**src/rtl/core/ssec_pkg.sv**
```systemverilog
// Shared types and constants of the segment/sphere eye clamp pipeline.
// Used by ssec_mul, ssec_root and segment_sphere_eye_clamp; depends on nothing.
`default_nettype none

package ssec_pkg;

  localparam int CW  = 40;   // coordinate width, Q24.16
  localparam int DW  = 41;   // eye minus target
  localparam int RW  = 39;   // clearance radius
  localparam int MW  = 42;   // multiplier operand width
  localparam int PW  = 84;   // product and dot product width
  localparam int KW  = 32;   // fraction bits of the crossing parameter
  localparam int SW  = 152;  // running value of the quadratic, scaled by 2^64
  localparam int UW  = 116;  // running |d|^2 * k

  localparam logic [1:0] CASE_KEEP   = 2'd0;
  localparam logic [1:0] CASE_PULL   = 2'd1;
  localparam logic [1:0] CASE_INSIDE = 2'd2;

  typedef logic signed [CW-1:0] coord_t;
  typedef logic signed [DW-1:0] delta_t;

  typedef struct packed {
    coord_t x;
    coord_t y;
    coord_t z;
  } vec_t;

  typedef struct packed {
    delta_t x;
    delta_t y;
    delta_t z;
  } dvec_t;

  typedef struct packed {
    vec_t       tg;
    vec_t       ey;
    dvec_t      d;
    logic [1:0] kind;
    logic       pick_tg;
  } item_t;

endpackage

`default_nettype wire

```
**src/rtl/core/ssec_mul.sv**
```systemverilog
// Two-stage signed MW x MW multiplier built from four half-width partial products.
// Depends on ssec_pkg for the operand and product widths.
`default_nettype none

module ssec_mul (
  input  wire logic                           clk,
  input  wire logic                           en,
  input  wire logic signed [ssec_pkg::MW-1:0] a,
  input  wire logic signed [ssec_pkg::MW-1:0] b,
  output logic signed [ssec_pkg::PW-1:0]      p
);

  localparam int LW = ssec_pkg::MW / 2;
  localparam int PW = ssec_pkg::PW;

  logic signed [LW-1:0]   ah, bh;
  logic        [LW-1:0]   al, bl;
  logic signed [2*LW-1:0] hh;
  logic signed [2*LW:0]   hl, lh;
  logic        [2*LW-1:0] ll;

  assign ah = a[2*LW-1:LW];
  assign bh = b[2*LW-1:LW];
  assign al = a[LW-1:0];
  assign bl = b[LW-1:0];

  always_ff @(posedge clk) begin
    if (en) begin
      hh <= ah * bh;
      hl <= ah * $signed({1'b0, bl});
      lh <= bh * $signed({1'b0, al});
      ll <= al * bl;
    end
  end

  always_ff @(posedge clk) begin
    if (en) begin
      p <= (PW'(hh) <<< (2 * LW)) + (PW'(hl) <<< LW) + (PW'(lh) <<< LW)
           + PW'($signed({1'b0, ll}));
    end
  end

endmodule

`default_nettype wire

```
**config.mk**
```make
export PLATFORM = sky130hd
export DESIGN_NAME = ssec_mul
export DESIGN_NICKNAME = d
export VERILOG_FILES = /design/src/rtl/core/ssec_pkg.sv /design/src/rtl/core/ssec_mul.sv
export SDC_FILE = /design/constraint.sdc
export NUM_CORES = 2
export LEC_CHECK = 0
export BUFFER_PORTS_ARGS = -buffer_cell sky130_fd_sc_hd__buf_2
export CAP_MARGIN = 25
export CORE_ASPECT_RATIO = 1.4
export CORE_MARGIN = 2
export CORE_UTILIZATION = 60
export CTS_CLUSTER_DIAMETER = 80
export DETAILED_ROUTE_END_ITERATION = 8
export PLACE_DENSITY = 0.78
export SYNTH_ARGS = -nofsm -noshare
export SYNTH_HDL_FRONTEND = slang
export SYNTH_SLANG_ARGS = --single-unit
```
**constraint.sdc**
```tcl
create_clock -name clk -period 13.9 [get_ports clk]
set_input_delay 1.39 -clock clk [delete_from_list [all_inputs] [get_ports clk]]
set_output_delay 1.39 -clock clk [all_outputs]
set_load 0.05 [all_outputs]
```
== After elaboration in Yosys (flattened, before gate mapping) ==
Cells that the tools add are included.
Storage, ports and cells
  memories: 0
  logic and storage cells: 12
  output and inout port bits: 84
  latch bits: 0
  flip-flop bits (word level): 254
  memory bits (writable): 0
  bits of input ports: 86
  bits in read-only memories: 0
Operators by class
  order comparisons: 0
  mux-type cells: 0
  bitwise logic cells: 0
  equal/unequal tests: 0
  divide/modulo/power cells: 0
  multiply operators: 4
  shift operators: 0
  reduce and logical (&&, ||, !) cells: 0
  add/sub/neg operators: 3
Operators by type and width (count)
  adder 84 x 64 -> 84 bit: 2
  multiplier 21 x 22 -> 43 bit: 2
  adder 84 x 43 -> 84 bit: 1
  multiplier 21 x 21 -> 42 bit: 2

== Logic depth before layout (Yosys ltp) ==
  depth in word-level cells: 3
  mapped depth: 30
  gate-level depth less buffers: 27

== Least setup slack after synthesis ==
No wires, ideal clock.
  kind: in2reg
  start: input port b[21] in the netlist's numbering
  end: register hh[40], data pin
  buffers on the path: 2
  slack: 5756 ps
  cell stages on the path: 28
  arrival: 7882 ps
  path through: clkbuf_1 clkbuf_1 nand2_1 fa_1 inv_1 ha_1 inv_1 fa_1 inv_1 fa_1 inv_1 fa_1 inv_1 fa_1 inv_1 fa_1 inv_1 ha_1 and4_1 a221o_1 o2111ai_1 a21oi_1 o2111ai_2 a31oi_1 and4_4 a2111oi_4 a21oi_1 xor2_1
Between the ends
  word-level cells in the longest chain between the ends: 1
Ends and longest elaborated chain
  start, declared: RTL line ssec_mul.sv:9  | input wire logic signed [ssec_pkg::MW-1:0] b,
  multiplier 21 x 21 -> 42 bit: RTL line ssec_mul.sv:29  | hh <= ah * bh;
  end signal, assigned: RTL line ssec_mul.sv:29
  end, declared: RTL line ssec_mul.sv:18  | logic signed [2*LW-1:0] hh;
No other way between the ends.
A chain may end at the register's enable or synchronous reset.

== Final worst setup path ==
  start: input port b[41] in the netlist's numbering
  end: register lh[40], data pin
Between the ends
  word-level cells in the longest chain between the ends: 1
Ends and longest elaborated chain
  multiplier 21 x 22 -> 43 bit: RTL line ssec_mul.sv:31  | lh <= bh * $signed({1'b0, al});
  end signal, assigned: RTL line ssec_mul.sv:31
  end, declared: RTL line ssec_mul.sv:19  | logic signed [2*LW:0] hl, lh;
No other way between the ends.

==> metrics <==
outcome complete, no violations; final slew viol count 0; final net count around 9900; final worst-path cycle share 62.7%; area grow syn2layout 4.73%; io pins 170; Synth area leaders fa_1, ha_1, edfxtp_1, inv_1, and2_1; hold_sp ll[4]; largest area contributor in the netlist fa_1; Layout Skew slightly below 0.04 ns; most frequent cells in the layout inv_1, fa_1, nand2_1, and2_1, ha_1; pin count of the biggest net entering global routing between 70 and 80; DPL Wire Length about 150000 microns; Setup TNS 0 ns; Filler Cell Count between 9000 and 10000; CTS Sinks 254; critical path endpoint category register; Vias/cell just under 6; vias in the first global route 58520; setup violators final 0; Max Cap Viol 0; ys flop type edfxtp_1; RSZ-0062 raised after global routing false; Setup crit start b[41]; H-tree depth 2; sequential fraction of the synthesis area between 10% and 20%; Synth async-reset ratio 0%; Synthesized Nets 10022; Die H 416 microns; Clock transition at path regs 0.06 ns; # rows approximately 150; initial antenna violation count 16; Critical Path RT roughly 14 ns; Syn Area/Cell between 9 and 10 sq um; CTS tree done; Pre-antenna DRT Iters 6; multi-input logic area around 0.057 sq mm; final instance count without filler cells approximately 9000; Total GRT Usage around 33%; Yosys cell types 76; Crit path arrival time 9.05 ns; minimum clock period 8.72 ns; first-pass GRT wire length 312000 microns; EDFF count, synth ~250; synthesized instance count 7660; post-DR wirelength/cell 21.2 microns; Setup Fix Bufs, Post-CTS 0; clk_lat worst skew about 0.60 ns; number of synthesis warnings 0; share of the synthesized area in the top cell type roughly 44%; Clock Path Buffers 3; IO buf count approximately 170; Hold Path Class reg2reg; CTS root buf clkbuf_16; global route overflow 0; startpoint types primary input; DIE AREA between 0.1 and 0.15 sq mm; starting density of the core 60.3%; GP Congestion roughly 0.92; Residual DRC 0; fraction of layout cells with a size suffix above 1 ~4.6%; hold buffers post-CTS 0; critical setup path kind in2reg; Crit Reg-Reg Startpoint hl[1]; Resize count post-CTS 0; commonest non-fill, non-tap cell in the layout inv_1; cell total after placement around 9200; Vias ~53000; Post-Route WL 196000 microns; synthesized area just over 0.07 sq mm; maximum clock frequency between 0.1 and 0.15 GHz; core region area about 0.12 sq mm; chip width just under 300 microns; #FFs+latches synth 254; Worst-Margin Slew 1.12 ns; Rel. slew slack roughly 25%; clock buffers created by TritonCTS 34; CP max FO 23; Hold Vio Cnt, Final 0; 1st-iter DRT viols roughly 3600; Seq. cell area approximately 0.0076 sq mm; Detail Route Antenna Nets 0
==> final cells by class <==
type	instances	share of cell area, %
well taps	1606	2.64
clock inverters	23	0.563
multi-input cells	5245	74.8
repair buffers	248	1.93
diodes	11	0.0361
flip-flops and latches	254	10.0
inverters	1798	8.86
clock buffers	38	1.14
==> per-layer routing <==
| layer | GRT usage [%] | wire length (microns) |
|---|---|---|
| met1 | 36.8 | 65800 |
| met2 | 56.6 | 98600 |
| met3 | 4.83 | 14400 |
| met4 | 23.0 | 16900 |
| met5 | 0 | 91 |
==> synthesized netlist by cell type, drive strengths merged, types with 44 or more instances <==
library cell,count
nand2b,53
inv,1798
xor2,57
nand2,1007
clkbuf,363
a21o,111
xnor2,162
fa,1598
edfxtp,254
o21ai,87
nor3,44
and2,785
ha,678
a21oi,195
nor2,137
==> kinds of logic (layout without fill, tap and decap cells) <==
family          Yosys count  in the layout  synth area share (%)
fa+ha+maj              2276           2276                  55.6
simple gates           2163           2163                  14.6
buf+inv                2161           2107                  11.2
compound gates          584            584                  5.46
flops                   254            254                  10.5
xor+xnor                219            219                  2.64
mux                       3              3                0.0413
other cells               0             11                     0
==> worst max-delay path: stages <==
cell and delay [ns]:
buf_2 0.07, buf_4 0.46, inv_1 0.40, buf_4 0.36, nor2_1 0.15, fa_1 0.46, fa_1 0.52, fa_1 0.44
fa_1 0.57, fa_1 0.45, fa_1 0.49, inv_1 0.05, fa_1 0.47, inv_1 0.04, ha_1 0.45, nor2b_1 0.18
nor2_1 0.05, a21oi_1 0.26, nand2b_1 0.09, a211oi_1 0.43, o211ai_1 0.17, a21oi_1 0.49, a31oi_1 0.26, mux2i_1 0.21
nand3_1 0.11
==> final timing paths <==
kind	endpoint	slack, ns	cells past startpoint
worst min register to register	p[4]	0.41	0
worst max register to register	p[78]	8.36	15
worst max-delay path	lh[40]	5.18	25
worst min-delay path	p[4]	0.41	0
==> registers in the layout, summed over array words and instances (netlist names) <==
| register | count |
|---|---|
| hl | 43 |
| ll | 42 |
| hh | 42 |
| lh | 43 |
| p | 84 |
==> stage by stage <==
| stage | cell area (sq um) | utilization [%] | hold slack, ns | worst slack [ns] |
|---|---|---|---|---|
| final | 76200 | 63.1 | 0.413 | 5.18 |
| after global routing | 76200 | 63.1 | 0.424 | 4.92 |
| after CTS | 76100 | 63.1 | 0.412 | 5.30 |
| after detailed placement | 74800 | 62.0 | 0.405 | 4.70 |
| after global placement | 74800 | 62.0 | 0.401 | 4.75 |
| after floorplan | 72700 | - | 0.400 | 5.76 |
Power is left out: the tool's default activity adds up to more than one toggle a clock period on the data nets, which glitch-free logic cannot reach.
